[src/hw/rtl/xor_checked_packet_receiver_ack_defines.svh]
// Assertion macros shared by the receiver modules. They use the clk and
// rst_n signals of the module in which they appear.
`ifndef XOR_CHECKED_PACKET_RECEIVER_ACK_DEFINES_SVH
`define XOR_CHECKED_PACKET_RECEIVER_ACK_DEFINES_SVH

// The consequent must hold in the same cycle as the antecedent.
`define XCPR_ASSERT_NOW(name, ante, cons, msg) \
    name: assert property (@(posedge clk) disable iff (!rst_n) (ante) |-> (cons)) \
        else $error(msg);

// The consequent must hold in the cycle after the antecedent.
`define XCPR_ASSERT_NEXT(name, ante, cons, msg) \
    name: assert property (@(posedge clk) disable iff (!rst_n) (ante) |=> (cons)) \
        else $error(msg);

`endif

[src/hw/rtl/xcpr_pkg.sv]
`default_nettype none

package xcpr_pkg;

    typedef struct packed {
        logic [1:0] kind;
        logic [7:0] byte_value;
        logic [7:0] read_index;
    } in_item_t;

    typedef struct packed {
        logic [1:0] out_kind;
        logic [2:0] status;
        logic [7:0] frame_identifier;
        logic [7:0] frame_length;
        logic [7:0] data_byte;
        logic       last;
    } out_item_t;

    typedef struct packed {
        logic [7:0] first_header;
        logic [7:0] second_header;
        logic [7:0] buffer_size;
        logic       clear_on_receive;
    } cfg_t;

    typedef struct packed {
        logic [1:0] out_kind;
        logic [2:0] status;
        logic [7:0] ident;
        logic [7:0] length;
        logic [7:0] data;
    } cmd_t;

    localparam logic [1:0] KIND_RX   = 2'd0;
    localparam logic [1:0] KIND_SENT = 2'd1;
    localparam logic [1:0] KIND_READ = 2'd2;

    localparam logic [1:0] OUT_STATUS = 2'd0;
    localparam logic [1:0] OUT_ACK    = 2'd1;
    localparam logic [1:0] OUT_READ   = 2'd2;

    localparam logic [2:0] ST_DATA_OK  = 3'd0;
    localparam logic [2:0] ST_ACK_OK   = 3'd1;
    localparam logic [2:0] ST_ACK_BAD  = 3'd2;
    localparam logic [2:0] ST_DATA_BAD = 3'd3;
    localparam logic [2:0] ST_TOO_LONG = 3'd4;

    localparam logic [1:0] REG_FIRST_HEADER  = 2'd0;
    localparam logic [1:0] REG_SECOND_HEADER = 2'd1;
    localparam logic [1:0] REG_BUFFER_SIZE   = 2'd2;
    localparam logic [1:0] REG_CLEAR_ON_RX   = 2'd3;

    localparam logic [2:0] BEAT_HEADER1 = 3'd0;
    localparam logic [2:0] BEAT_HEADER2 = 3'd1;
    localparam logic [2:0] BEAT_ZERO_A  = 3'd2;
    localparam logic [2:0] BEAT_ZERO_B  = 3'd3;
    localparam logic [2:0] BEAT_ONE     = 3'd4;
    localparam logic [2:0] BEAT_CSUM    = 3'd5;
    localparam logic [2:0] BEAT_CSUM_X  = 3'd6;

    localparam int Q_DEPTH = 4;
    localparam int Q_AW    = 2;

endpackage

`default_nettype wire

[src/hw/rtl/xcpr_front.sv]
`default_nettype none

`include "xor_checked_packet_receiver_ack_defines.svh"

module xcpr_front #(
    parameter int BUFFER_DEPTH = 256
) (
    input  wire logic               clk,
    input  wire logic               rst_n,
    input  wire xcpr_pkg::cfg_t     cfg,
    input  wire logic               item_valid,
    output logic                    item_ready,
    input  wire xcpr_pkg::in_item_t item,
    output logic                    cmd_push,
    input  wire logic               cmd_full,
    output xcpr_pkg::cmd_t          cmd
);

    localparam int AW = $clog2(BUFFER_DEPTH);
    localparam logic [8:0] DEPTH_W = 9'(BUFFER_DEPTH);

    typedef enum logic [5:0] {
        PH_HUNT    = 6'b000001,
        PH_SECOND  = 6'b000010,
        PH_IDENT   = 6'b000100,
        PH_ACKFLAG = 6'b001000,
        PH_LENGTH  = 6'b010000,
        PH_BODY    = 6'b100000
    } phase_t;

    phase_t          phase_reg, phase_next;
    logic [7:0]      ident_reg, ident_next;
    logic            ack_reg, ack_next;
    logic [7:0]      len_reg, len_next;
    logic [7:0]      count_reg, count_next;
    logic [7:0]      csum_reg, csum_next;
    logic [7:0]      sent_reg, sent_next;
    logic [7:0]      byte0_reg, byte0_next;

    logic            s1_valid_reg;
    xcpr_pkg::cmd_t  s1_cmd_reg;

    logic [BUFFER_DEPTH-1:0] marks_reg;
    logic [7:0]      mem [BUFFER_DEPTH];
    logic [7:0]      rd_data_reg;
    logic            rd_ok_reg;

    logic            accept;
    logic            gen;
    xcpr_pkg::cmd_t  gen_cmd;
    logic            clear_marks;
    logic            wr_en;
    logic            rd_en;
    logic            good;
    logic [7:0]      b;
    logic [AW-1:0]   wr_addr;
    logic [AW-1:0]   rd_addr;
    logic            rd_in_range;

    assign b           = item.byte_value;
    assign item_ready  = !s1_valid_reg || !cmd_full;
    assign accept      = item_valid && item_ready;
    assign cmd_push    = s1_valid_reg && !cmd_full;
    assign good        = (csum_reg == b);
    assign wr_addr     = count_reg[AW-1:0];
    assign rd_addr     = item.read_index[AW-1:0];
    assign rd_in_range = ({1'b0, item.read_index} < DEPTH_W);

    always_comb
    begin
        phase_next  = phase_reg;
        ident_next  = ident_reg;
        ack_next    = ack_reg;
        len_next    = len_reg;
        count_next  = count_reg;
        csum_next   = csum_reg;
        sent_next   = sent_reg;
        byte0_next  = byte0_reg;
        gen         = 1'b0;
        gen_cmd     = '0;
        clear_marks = 1'b0;
        wr_en       = 1'b0;
        rd_en       = 1'b0;
        if (accept)
        begin
            case (item.kind)
                xcpr_pkg::KIND_SENT:
                begin
                    sent_next = b;
                end
                xcpr_pkg::KIND_READ:
                begin
                    rd_en            = 1'b1;
                    gen              = 1'b1;
                    gen_cmd.out_kind = xcpr_pkg::OUT_READ;
                end
                xcpr_pkg::KIND_RX:
                begin
                    unique case (phase_reg)
                        PH_HUNT:
                        begin
                            if (b == cfg.first_header)
                            begin
                                phase_next = PH_SECOND;
                            end
                        end
                        PH_SECOND:
                        begin
                            phase_next = (b == cfg.second_header) ? PH_IDENT : PH_HUNT;
                        end
                        PH_IDENT:
                        begin
                            ident_next = b;
                            phase_next = PH_ACKFLAG;
                        end
                        PH_ACKFLAG:
                        begin
                            ack_next   = (b != 8'd0);
                            phase_next = PH_LENGTH;
                        end
                        PH_LENGTH:
                        begin
                            len_next   = b;
                            phase_next = PH_HUNT;
                            if (b != 8'd0)
                            begin
                                clear_marks = cfg.clear_on_receive;
                                if (b > cfg.buffer_size)
                                begin
                                    gen              = 1'b1;
                                    gen_cmd.out_kind = xcpr_pkg::OUT_STATUS;
                                    gen_cmd.status   = xcpr_pkg::ST_TOO_LONG;
                                    gen_cmd.ident    = ident_reg;
                                    gen_cmd.length   = b;
                                end
                                else
                                begin
                                    count_next = 8'd0;
                                    csum_next  = b;
                                    phase_next = PH_BODY;
                                end
                            end
                        end
                        PH_BODY:
                        begin
                            wr_en = ({1'b0, count_reg} < DEPTH_W);
                            if (count_reg < len_reg)
                            begin
                                csum_next  = csum_reg ^ b;
                                count_next = count_reg + 8'd1;
                                if (count_reg == 8'd0)
                                begin
                                    byte0_next = b;
                                end
                            end
                            else
                            begin
                                phase_next     = PH_HUNT;
                                count_next     = 8'd0;
                                gen            = 1'b1;
                                gen_cmd.ident  = ident_reg;
                                gen_cmd.length = len_reg;
                                if (ident_reg != 8'd0)
                                begin
                                    if (!good)
                                    begin
                                        gen_cmd.out_kind = xcpr_pkg::OUT_STATUS;
                                        gen_cmd.status   = xcpr_pkg::ST_DATA_BAD;
                                    end
                                    else if (!ack_reg)
                                    begin
                                        gen_cmd.out_kind = xcpr_pkg::OUT_STATUS;
                                        gen_cmd.status   = xcpr_pkg::ST_DATA_OK;
                                    end
                                    else
                                    begin
                                        gen_cmd.out_kind = xcpr_pkg::OUT_ACK;
                                        gen_cmd.status   = xcpr_pkg::ST_DATA_OK;
                                        gen_cmd.data     = b;
                                    end
                                end
                                else
                                begin
                                    gen_cmd.out_kind = xcpr_pkg::OUT_STATUS;
                                    gen_cmd.status   = (good && (byte0_reg == sent_reg)) ?
                                                       xcpr_pkg::ST_ACK_OK :
                                                       xcpr_pkg::ST_ACK_BAD;
                                end
                            end
                        end
                        default:
                        begin
                            phase_next = PH_HUNT;
                        end
                    endcase
                end
                default:
                begin
                end
            endcase
        end
    end

    always_ff @(posedge clk or negedge rst_n)
    begin
        if (!rst_n)
        begin
            phase_reg    <= PH_HUNT;
            ident_reg    <= 8'd0;
            ack_reg      <= 1'b0;
            len_reg      <= 8'd0;
            count_reg    <= 8'd0;
            csum_reg     <= 8'd0;
            sent_reg     <= 8'd0;
            byte0_reg    <= 8'd0;
            s1_valid_reg <= 1'b0;
            marks_reg    <= '0;
        end
        else
        begin
            phase_reg <= phase_next;
            ident_reg <= ident_next;
            ack_reg   <= ack_next;
            len_reg   <= len_next;
            count_reg <= count_next;
            csum_reg  <= csum_next;
            sent_reg  <= sent_next;
            byte0_reg <= byte0_next;
            if (gen)
            begin
                s1_valid_reg <= 1'b1;
            end
            else if (cmd_push)
            begin
                s1_valid_reg <= 1'b0;
            end
            if (clear_marks)
            begin
                marks_reg <= '0;
            end
            else if (wr_en)
            begin
                marks_reg[wr_addr] <= 1'b1;
            end
        end
    end

    always_ff @(posedge clk)
    begin
        if (gen)
        begin
            s1_cmd_reg <= gen_cmd;
        end
        if (wr_en)
        begin
            mem[wr_addr] <= b;
        end
        if (rd_en)
        begin
            rd_data_reg <= mem[rd_addr];
            rd_ok_reg   <= rd_in_range && marks_reg[rd_addr];
        end
    end

    always_comb
    begin
        cmd = s1_cmd_reg;
        if (s1_cmd_reg.out_kind == xcpr_pkg::OUT_READ)
        begin
            cmd.data = rd_ok_reg ? rd_data_reg : 8'd0;
        end
    end

    `XCPR_ASSERT_NOW(a_front_accept_room, accept && gen, !s1_valid_reg || cmd_push, "Front stage overwritten before its command was queued.")
    `XCPR_ASSERT_NEXT(a_front_stage_holds, s1_valid_reg && !cmd_push, s1_valid_reg, "Front stage lost a command while the queue was full.")

endmodule

`default_nettype wire

[src/hw/rtl/xcpr_fifo.sv]
`default_nettype none

`include "xor_checked_packet_receiver_ack_defines.svh"

module xcpr_fifo (
    input  wire logic            clk,
    input  wire logic            rst_n,
    input  wire logic            push,
    input  wire xcpr_pkg::cmd_t  push_cmd,
    output logic                 full,
    input  wire logic            pop,
    output logic                 head_valid,
    output xcpr_pkg::cmd_t       head_cmd
);

    localparam logic [xcpr_pkg::Q_AW:0] DEPTH_W = (xcpr_pkg::Q_AW + 1)'(xcpr_pkg::Q_DEPTH);

    xcpr_pkg::cmd_t              entries [xcpr_pkg::Q_DEPTH];
    logic [xcpr_pkg::Q_AW-1:0]   wr_ptr_reg;
    logic [xcpr_pkg::Q_AW-1:0]   rd_ptr_reg;
    logic [xcpr_pkg::Q_AW:0]     count_reg;

    assign full       = (count_reg == DEPTH_W);
    assign head_valid = (count_reg != '0);
    assign head_cmd   = entries[rd_ptr_reg];

    always_ff @(posedge clk or negedge rst_n)
    begin
        if (!rst_n)
        begin
            wr_ptr_reg <= '0;
            rd_ptr_reg <= '0;
            count_reg  <= '0;
        end
        else
        begin
            if (push)
            begin
                wr_ptr_reg <= wr_ptr_reg + 1'b1;
            end
            if (pop)
            begin
                rd_ptr_reg <= rd_ptr_reg + 1'b1;
            end
            if (push && !pop)
            begin
                count_reg <= count_reg + 1'b1;
            end
            else if (pop && !push)
            begin
                count_reg <= count_reg - 1'b1;
            end
        end
    end

    always_ff @(posedge clk)
    begin
        if (push)
        begin
            entries[wr_ptr_reg] <= push_cmd;
        end
    end

    `XCPR_ASSERT_NOW(a_fifo_no_overflow, push, !full, "Command pushed into a full queue.")
    `XCPR_ASSERT_NOW(a_fifo_no_underflow, pop, head_valid, "Command popped from an empty queue.")

endmodule

`default_nettype wire

[src/hw/rtl/xcpr_back.sv]
`default_nettype none

`include "xor_checked_packet_receiver_ack_defines.svh"

module xcpr_back (
    input  wire logic            clk,
    input  wire logic            rst_n,
    input  wire xcpr_pkg::cfg_t  cfg,
    input  wire logic            head_valid,
    input  wire xcpr_pkg::cmd_t  head_cmd,
    output logic                 pop,
    output logic                 result_valid,
    input  wire logic            result_ready,
    output xcpr_pkg::out_item_t  result
);

    logic                  valid_reg;
    xcpr_pkg::out_item_t   result_reg, result_next;
    logic [2:0]            beat_reg, beat_next;
    logic                  load;
    logic                  is_ack;
    logic                  last_beat;
    logic [7:0]            ack_byte;

    assign is_ack       = (head_cmd.out_kind == xcpr_pkg::OUT_ACK);
    assign last_beat    = !is_ack || (beat_reg == xcpr_pkg::BEAT_CSUM_X);
    assign load         = head_valid && (!valid_reg || result_ready);
    assign pop          = load && last_beat;
    assign result_valid = valid_reg;
    assign result       = result_reg;

    always_comb
    begin
        unique case (beat_reg)
            xcpr_pkg::BEAT_HEADER1: ack_byte = cfg.first_header;
            xcpr_pkg::BEAT_HEADER2: ack_byte = cfg.second_header;
            xcpr_pkg::BEAT_ZERO_A:  ack_byte = 8'd0;
            xcpr_pkg::BEAT_ZERO_B:  ack_byte = 8'd0;
            xcpr_pkg::BEAT_ONE:     ack_byte = 8'd1;
            xcpr_pkg::BEAT_CSUM:    ack_byte = head_cmd.data;
            xcpr_pkg::BEAT_CSUM_X:  ack_byte = head_cmd.data ^ 8'd1;
            default:                ack_byte = 8'd0;
        endcase
    end

    always_comb
    begin
        result_next.out_kind         = head_cmd.out_kind;
        result_next.status           = head_cmd.status;
        result_next.frame_identifier = head_cmd.ident;
        result_next.frame_length     = head_cmd.length;
        result_next.data_byte        = is_ack ? ack_byte : head_cmd.data;
        result_next.last             = last_beat;
        beat_next = beat_reg;
        if (load)
        begin
            beat_next = last_beat ? 3'd0 : beat_reg + 3'd1;
        end
    end

    always_ff @(posedge clk or negedge rst_n)
    begin
        if (!rst_n)
        begin
            valid_reg <= 1'b0;
            beat_reg  <= 3'd0;
        end
        else
        begin
            beat_reg <= beat_next;
            if (load)
            begin
                valid_reg <= 1'b1;
            end
            else if (result_ready)
            begin
                valid_reg <= 1'b0;
            end
        end
    end

    always_ff @(posedge clk)
    begin
        if (load)
        begin
            result_reg <= result_next;
        end
    end

    `XCPR_ASSERT_NOW(a_back_beat_in_ack, beat_reg != 3'd0, head_valid && is_ack, "Ack beat count is running without an ack command at the head.")
    `XCPR_ASSERT_NOW(a_back_pop_on_last, pop, result_next.last, "Command popped before its final result.")

endmodule

`default_nettype wire

[src/hw/rtl/xor_checked_packet_receiver_ack.sv]
// Framed byte receiver with XOR checksum and ack reply. Input items are
// accepted at up to one per clock cycle unless the front stage holds a
// command the full queue cannot take: the parser, running checksum and
// buffer write complete in the cycle an item is taken, and a four-entry
// command queue between the parser and result stage lets the input keep
// flowing while results wait. Results leave the output register one per
// cycle while result_ready is high; a good data frame asking for an ack
// yields seven results, so back-to-back acked frames are limited by the
// output side to one result per cycle. Read data is registered, then
// passes the queue and output register. No clearing pass after reset.
`default_nettype none

module xor_checked_packet_receiver_ack #(
    parameter int BUFFER_DEPTH = 256
) (
    input  wire logic                 clk,
    input  wire logic                 rst_n,
    input  wire logic                 cfg_write,
    input  wire logic [1:0]           cfg_index,
    input  wire logic [7:0]           cfg_data,
    input  wire logic                 item_valid,
    output logic                      item_ready,
    input  wire xcpr_pkg::in_item_t   item,
    output logic                      result_valid,
    input  wire logic                 result_ready,
    output xcpr_pkg::out_item_t       result
);

    xcpr_pkg::cfg_t  cfg_reg;
    logic            cmd_push;
    logic            cmd_full;
    xcpr_pkg::cmd_t  cmd;
    logic            cmd_pop;
    logic            head_valid;
    xcpr_pkg::cmd_t  head_cmd;

    always_ff @(posedge clk or negedge rst_n)
    begin
        if (!rst_n)
        begin
            cfg_reg.first_header     <= 8'd0;
            cfg_reg.second_header    <= 8'd0;
            cfg_reg.buffer_size      <= 8'd255;
            cfg_reg.clear_on_receive <= 1'b0;
        end
        else if (cfg_write)
        begin
            unique case (cfg_index)
                xcpr_pkg::REG_FIRST_HEADER:  cfg_reg.first_header     <= cfg_data;
                xcpr_pkg::REG_SECOND_HEADER: cfg_reg.second_header    <= cfg_data;
                xcpr_pkg::REG_BUFFER_SIZE:   cfg_reg.buffer_size      <= cfg_data;
                xcpr_pkg::REG_CLEAR_ON_RX:   cfg_reg.clear_on_receive <= cfg_data[0];
                default:
                begin
                end
            endcase
        end
    end

    xcpr_front #(
        .BUFFER_DEPTH(BUFFER_DEPTH)
    ) u_front (
        .clk        (clk),
        .rst_n      (rst_n),
        .cfg        (cfg_reg),
        .item_valid (item_valid),
        .item_ready (item_ready),
        .item       (item),
        .cmd_push   (cmd_push),
        .cmd_full   (cmd_full),
        .cmd        (cmd)
    );

    xcpr_fifo u_fifo (
        .clk        (clk),
        .rst_n      (rst_n),
        .push       (cmd_push),
        .push_cmd   (cmd),
        .full       (cmd_full),
        .pop        (cmd_pop),
        .head_valid (head_valid),
        .head_cmd   (head_cmd)
    );

    xcpr_back u_back (
        .clk          (clk),
        .rst_n        (rst_n),
        .cfg          (cfg_reg),
        .head_valid   (head_valid),
        .head_cmd     (head_cmd),
        .pop          (cmd_pop),
        .result_valid (result_valid),
        .result_ready (result_ready),
        .result       (result)
    );

endmodule

`default_nettype wire
[config.mk]
export PLATFORM = sky130hd
export DESIGN_NAME = xor_checked_packet_receiver_ack
export DESIGN_NICKNAME = d
export VERILOG_FILES = /design/src/hw/rtl/xcpr_pkg.sv /design/src/hw/rtl/xcpr_front.sv /design/src/hw/rtl/xcpr_fifo.sv /design/src/hw/rtl/xcpr_back.sv /design/src/hw/rtl/xor_checked_packet_receiver_ack.sv
export VERILOG_INCLUDE_DIRS = /design/src /design/src/hw/rtl
export SDC_FILE = /design/constraint.sdc
export NUM_CORES = 2
export LEC_CHECK = 0
export ABC_AREA = 0
export ABC_CLOCK_PERIOD_IN_PS = 4100
export BUFFER_PORTS_ARGS = -buffer_cell sky130_fd_sc_hd__buf_2
export CAP_MARGIN = 0
export CORE_MARGIN = 1
export CORE_UTILIZATION = 33
export DETAILED_ROUTE_END_ITERATION = 6
export SETUP_SLACK_MARGIN = 0.1
export SKIP_CTS_REPAIR_TIMING = 1
export SLEW_MARGIN = 10
export SYNTH_ARGS = -nofsm -noshare
export SYNTH_HDL_FRONTEND = slang
export SYNTH_SLANG_ARGS = --single-unit
[constraint.sdc]
create_clock -name clk -period 4.1 [get_ports clk]
set_clock_uncertainty 0.1 [all_clocks]
set_input_delay 0.41 -clock clk [delete_from_list [all_inputs] [get_ports clk]]
set_output_delay 0.41 -clock clk [all_outputs]
set_load 0.05 [all_outputs]
**Word level (Yosys, flattened, before mapping)**

Memories as Yosys holds them, arrays and structs flattened. A register that Yosys moved wholly into a read port is not among the register bits.
Index checks and enable logic that the tools add are counted.

- $add $sub $neg: 6
- $lt $le $gt $ge: 5
- Equal/unequal tests: 27
- Muxes and demuxes: 62
- Bitwise logic cells: 9
- Reductions and logical operators: 43

Operators by type and width:

| cell | count |
|---|---|
| $mux 256 | 2 |
| $or 256x256->256 | 1 |
| $mux 8 | 12 |
| $pmux 21 s2 | 1 |
| $pmux 8 s5 | 1 |
| $mux 19 | 2 |
| $pmux 6 s6 | 1 |
| $eq 8x8->1 | 4 |
| $pmux 8 s2 | 2 |
| $mux 29 | 1 |
| $mux 6 | 4 |
| $mux 1 | 23 |
| $lt 8x9->1 const B | 2 |
| $reduce_bool 8->1 | 2 |
| $eq 3x3->1 const B | 4 |
| $mux 3 | 4 |
| $reduce_and 2->1 | 6 |
| $mux 5 | 2 |
| $reduce_and 5->1 | 2 |
| $reduce_bool 2->1 | 5 |
| $reduce_and 3->1 | 3 |
| $add 8x1->8 const B | 1 |
| $bmux 1 s8 | 1 |
| $demux 1 s8 | 1 |
| other kinds (33) | 65 |

- Flip-flop bits (word level): 408
- RAM bits: 2164
- Input port bits: 33
- Output and inout bits: 32
- Word-level logic and storage cells: 185
- Memories kept: 2

Memory list:

| memory | depth | bits a word | read ports | clocked after Yosys merged registers in | write ports | RTL line | source |
|---|---|---|---|---|---|---|---|
| u_front.mem | 256 | 8 | 1 | 1 | 1 | xcpr_front.sv:44 | `logic [7:0] mem [BUFFER_DEPTH];` |
| u_fifo.entries | 4 | 29 | 1 | 0 | 1 | xcpr_fifo.sv:18 | `xcpr_pkg::cmd_t entries [xcpr_pkg::Q_DEPTH];` |

**Logic depth before layout (Yosys ltp)**

An unclocked memory read counts as a cell.

- Depth after elaboration: 8
- Mapped depth: 13

**Modules after synthesis**

A second synthesis with hierarchy kept.

- Cell total of the unflattened synthesis: 5190
- Area total of the unflattened synthesis: 101753.8 µm²

By module, submodules not included:

| module | times used | cells an instance | area an instance (µm²) |
|---|---|---|---|
| xcpr_front | 1 | 4858 | 94802.2 |
| xcpr_fifo | 1 | 185 | 4579.4 |
| xcpr_back | 1 | 93 | 1408.9 |
| xor_checked_packet_receiver_ack | 1 | 54 | 963.4 |

**Worst setup path after synthesis**

Ideal clock, no wire load.

- Path kind: reg-to-reg
- Start: reg u_front.phase_reg[3]
- End: reg u_front.s1_cmd_reg (netlist bit u_front.cmd[10]) (enable)
- Library setup time: 0.434 ns
- Data arrival time: 3.477 ns
- Required time: 3.566 ns
- Path slack: 0.089 ns
- Stages on the path, launching flop included: 7
- Buffers on the path: 1
- Path through: dfrtp_1 buf_2 or4_4 nor3b_1 nor2b_1 o311ai_0 a31oi_1

- Longest elaborated chain between the ends: 4
- Elaborated cells between the ends (all ways): 5
- Classes of those cells: eq/ne: 2; mux: 3

RTL lines:

| what | RTL line | source |
|---|---|---|
| from (decl) | xcpr_front.sv:31 | `phase_t phase_reg, phase_next;` |
| from (signal assigned) | xcpr_front.sv:221 | `phase_reg <= phase_next;` |
| $eq 6x6->1 or $eq 6x5->1 (tied branches) | xcpr_front.sv:99 | `unique case (phase_reg)` |
| $pmux 1 s2 * | xcpr_front.sv:99 |  |
| $pmux 1 s2 * | xcpr_front.sv:86 | `case (item.kind)` |
| $mux 1 * | xcpr_front.sv:84 | `if (accept)` |
| named net u_front.gen | xcpr_front.sv:49 | `logic gen;` |
| to (signal assigned) | xcpr_front.sv:252 | `s1_cmd_reg <= gen_cmd;` |
| to (decl) | xcpr_front.sv:41 | `xcpr_pkg::cmd_t s1_cmd_reg;` |

Mark *: on every way through the listed nets, which the timed path passes. The rest lies on a longest branch.
A chain may end at the register's enable or synchronous reset.

**Worst setup path after layout**

- Start: reg u_front.phase_reg[1]
- End: mem u_front.mem[144][0] (enable)

- Longest elaborated chain between the ends: 6

RTL lines:

| what | RTL line | source |
|---|---|---|
| $eq 6x6->1 | xcpr_front.sv:99 |  |
| $mux 1 | xcpr_front.sv:99 |  |
| $mux 1 | xcpr_front.sv:86 |  |
| $mux 1 | xcpr_front.sv:84 |  |
| $mux 1 | xcpr_front.sv:254 | `if (wr_en)` |
| $mux 1 (implied by the code) | xcpr_front.sv:256 | `mem[wr_addr] <= b;` |
| to (decl) | xcpr_front.sv:44 |  |

No other way between the ends.

==> flow_summary.json <==
{
  "stdcell_count": 10112,
  "slowest_delay_ns": 0.59,
  "cts_buffers": 282,
  "synth_area_leaders": "edfxtp_1 66%, mux4_2 13%, dfrtp_1 8.4%",
  "wl_per_cell_um": 27.0,
  "grt_pass1_wl_um": 393000,
  "cp-start-kind": "flop",
  "cts_tree": "built",
  "clock_path_buffers": 4,
  "fin_area_um2": 119000,
  "hold_violations": 0,
  "dieWidth_um": 556,
  "ys_async_sr_fraction": 0.135,
  "worstMarginPinSlew_ns": 1.38,
  "setup_viol": 0,
  "cts_root_buf": "clkbuf_16",
  "synthAdderAreaFrac": 0.00366,
  "post_synth_and_or_nand_nor_area_fraction": 0.0346,
  "cp_cell_sequence": "or4_4 > or3b_1 > nor4_2 > buf_4 > nand2_1 > nor2_1 > buf_4",
  "cp.arrival_ns": 4.35,
  "power_leakage_nw": 40.0,
  "antenna_left": 0,
  "dp_hpwl_um": 174000,
  "synth-seq-cells": 2580,
  "syn_area_um2": 101000,
  "syn_inst": 5224,
  "synth_top_family_by_area": "multiplexers",
  "place.gp.congestion": 0.839,
  "synth_xor_area_frac": 0.00320,
  "avgViaCountPerCell": 5.39,
  "post-place-ws_ns": 0.143,
  "max_freq_ghz": 0.259,
  "clkTransAtPathRegs_ns": 0.06,
  "drive_gt1_frac": 0.278,
  "outcome": "completed",
  "vias": 54468,
  "die_height_um": 556,
  "gr-usage-all-layers": 0.174,
  "synth_compound_area_frac": 0.0505,
  "hold_ws_ns": 0.00970,
  "die_area_um2": 309000,
  "antenna_found_initial": 28,
  "drtIter0Drc": 6760,
  "final.min_clock_period_ns": 3.86,
  "powerDensity_nw_per_um2": 487,
  "numPortBuffers": 64,
  "drt_wl_total_um": 273000,
  "initial_core_util": 0.332,
  "crit_type": "reg2reg",
  "ys_types": 80,
  "dpl_cell_area_um2": 110000,
  "finalNetCount": 5863,
  "hold_path_class": "in2reg",
  "synth-edff-count": 2232,
  "drv_slew": 0,
  "endpoint_kind": "flop",
  "maxCapViolCount": 0,
  "syn_nets": 5286,
  "clock_latency_ns": 0.91,
  "grt_pass1_vias": 54171,
  "ys.flop_type": "edfxtp_1",
  "period_share": 0.943,
  "cp.required_ns": 4.59,
  "gr-total-overflow": 0,
  "rsz0062_at_grt": "no",
  "largest_reg_flops": 2048,
  "grt_max_degree": 190,
  "yosys.area.top_type_share": 0.662,
  "placed_cells": 9593,
  "worst_slack_ns": 0.235,
  "synth_area_leader_cell": "edfxtp_1",
  "post-route-util": 0.391,
  "cpMaxStageDelayCell": "or4_4",
  "core_area_um2": 306000,
  "drc": 0,
  "rows": 203,
  "yosysWarnings": 0,
  "n_fill_cell": 27327,
  "synth.avg_cell_area_um2": 19.4,
  "relSlewSlack": 0.0828,
  "area_delta_synth_final_pct": 17.8,
  "irDropWorstVdd_mv": 0.471,
  "clock_sinks": 2580,
  "io_pins": 65,
  "htreeDepth": 5,
  "cp_max_fo": 12,
  "worst_path_most_repeated_cell": "buf_4",
  "synth_mux_area_frac": 0.146,
  "r2r_setup_slack_ns": 0.24,
  "dr.pass1.iters": 6,
  "seq_area_frac_synth": 0.748
}
## critical path: cells and delay by family (launching register included)
| family | cells | cell delay, ns |
|---|---|---|
| and+or+nand+nor | 5 | 2.48 |
| DFF | 1 | 0.45 |
| buffers and inverters | 2 | 0.48 |
## worst paths after layout
path / startpoint / end / cells after the start
worst max register to register: u_front.phase_reg[1] / u_front.mem[144][0] / 7
max in group asynchronous: rst_n / u_front.marks_reg[193] / 3
min in group asynchronous: rst_n / cfg_reg[6] / 2
worst min register to register: u_front.marks_reg[196] / u_front.marks_reg[196] / 1
worst max-delay path: u_front.phase_reg[1] / u_front.mem[144][0] / 7
worst min-delay path: item[16] / u_front.cmd[28] / 4
## synth_stat cells, types with 40 or more instances
master,instances
edfxtp_1,2232
clkbuf_1,184
mux2i_1,96
a22oi_1,163
dfrtp_1,339
mux2_2,78
buf_2,82
buf_1,41
nand2_1,108
and2_1,40
o21a_1,196
mux4_2,576
a21oi_1,143
nor2_1,371
o22ai_1,52
## metal layers
layer	up-vias	track usage	wire [µm]
li1	22483	-	-
met1	29177	0.250	116000
met2	2365	0.271	127000
met3	437	0.0313	23000
met4	6	0.0497	7610
met5	-	0	40
## per-stage QoR
step	total power [mW]	setup TNS, ns
floorplan	32.2	0
global placement	33.9	-0.251
detailed placement	33.9	0
CTS	58.5	0
global route	59.7	0
finish	58.1	0
## power by group
group	switching, mW	leakage, nW	total, mW	internal [mW]
registers	0.205	24.8	29.2	29.0
clock network	10.0	4.34	24.7	14.7
logic	2.70	10.9	4.18	1.48
## kinds of logic (layout without fill, tap and decap cells)
| logic type | count (synthesis) | count (layout) |
|---|---|---|
| buf+inv | 345 | 1129 |
| mux | 751 | 751 |
| other cells | 0 | 4 |
| flops | 2580 | 2580 |
| simple gates | 748 | 748 |
| xor+xnor | 37 | 37 |
| compound gates | 734 | 734 |
| fa+ha+maj | 29 | 29 |
## area by class of cell
cell class | instances | area, µm² | area share
tap | 4100 | 5130 | 0.0430
multi-input combinational | 2299 | 24300 | 0.203
clock inverter | 112 | 1150 | 0.00961
inverter | 31 | 116 | 0.000975
clock buffer | 379 | 7740 | 0.0649
sequential | 2580 | 75700 | 0.635
antenna | 4 | 10.0 | 0.0000839
timing repair buffer | 607 | 5220 | 0.0437
## cells in the final DEF (no fill, tap or decap), types with 11 or more instances in the layout
cell,count
inv_1,29
ha_1,28
mux2_2,78
buf_2,50
mux2i_1,96
buf_12,50
o22ai_1,52
nor2_1,368
nor3_1,37
a22o_1,13
clkinv_1,39
o21ai_0,38
clkbuf_1,74
clkbuf_8,15
mux4_2,576
nand2_1,105
a22oi_1,163
o21a_1,196
nand3_1,36
buf_8,11
and2_1,40
dlygate4sd3_1,23
nor2b_1,22
nand4_1,20
a21oi_1,142
xnor2_1,32
dfrtp_1,338
nor4_1,29
buf_4,472
o211ai_1,37
bufinv_16,23
o31a_1,12
edfxtp_1,2232
clkbuf_16,290
clkinv_2,34
nand2b_1,14
Power figures use the tool's default switching activity.
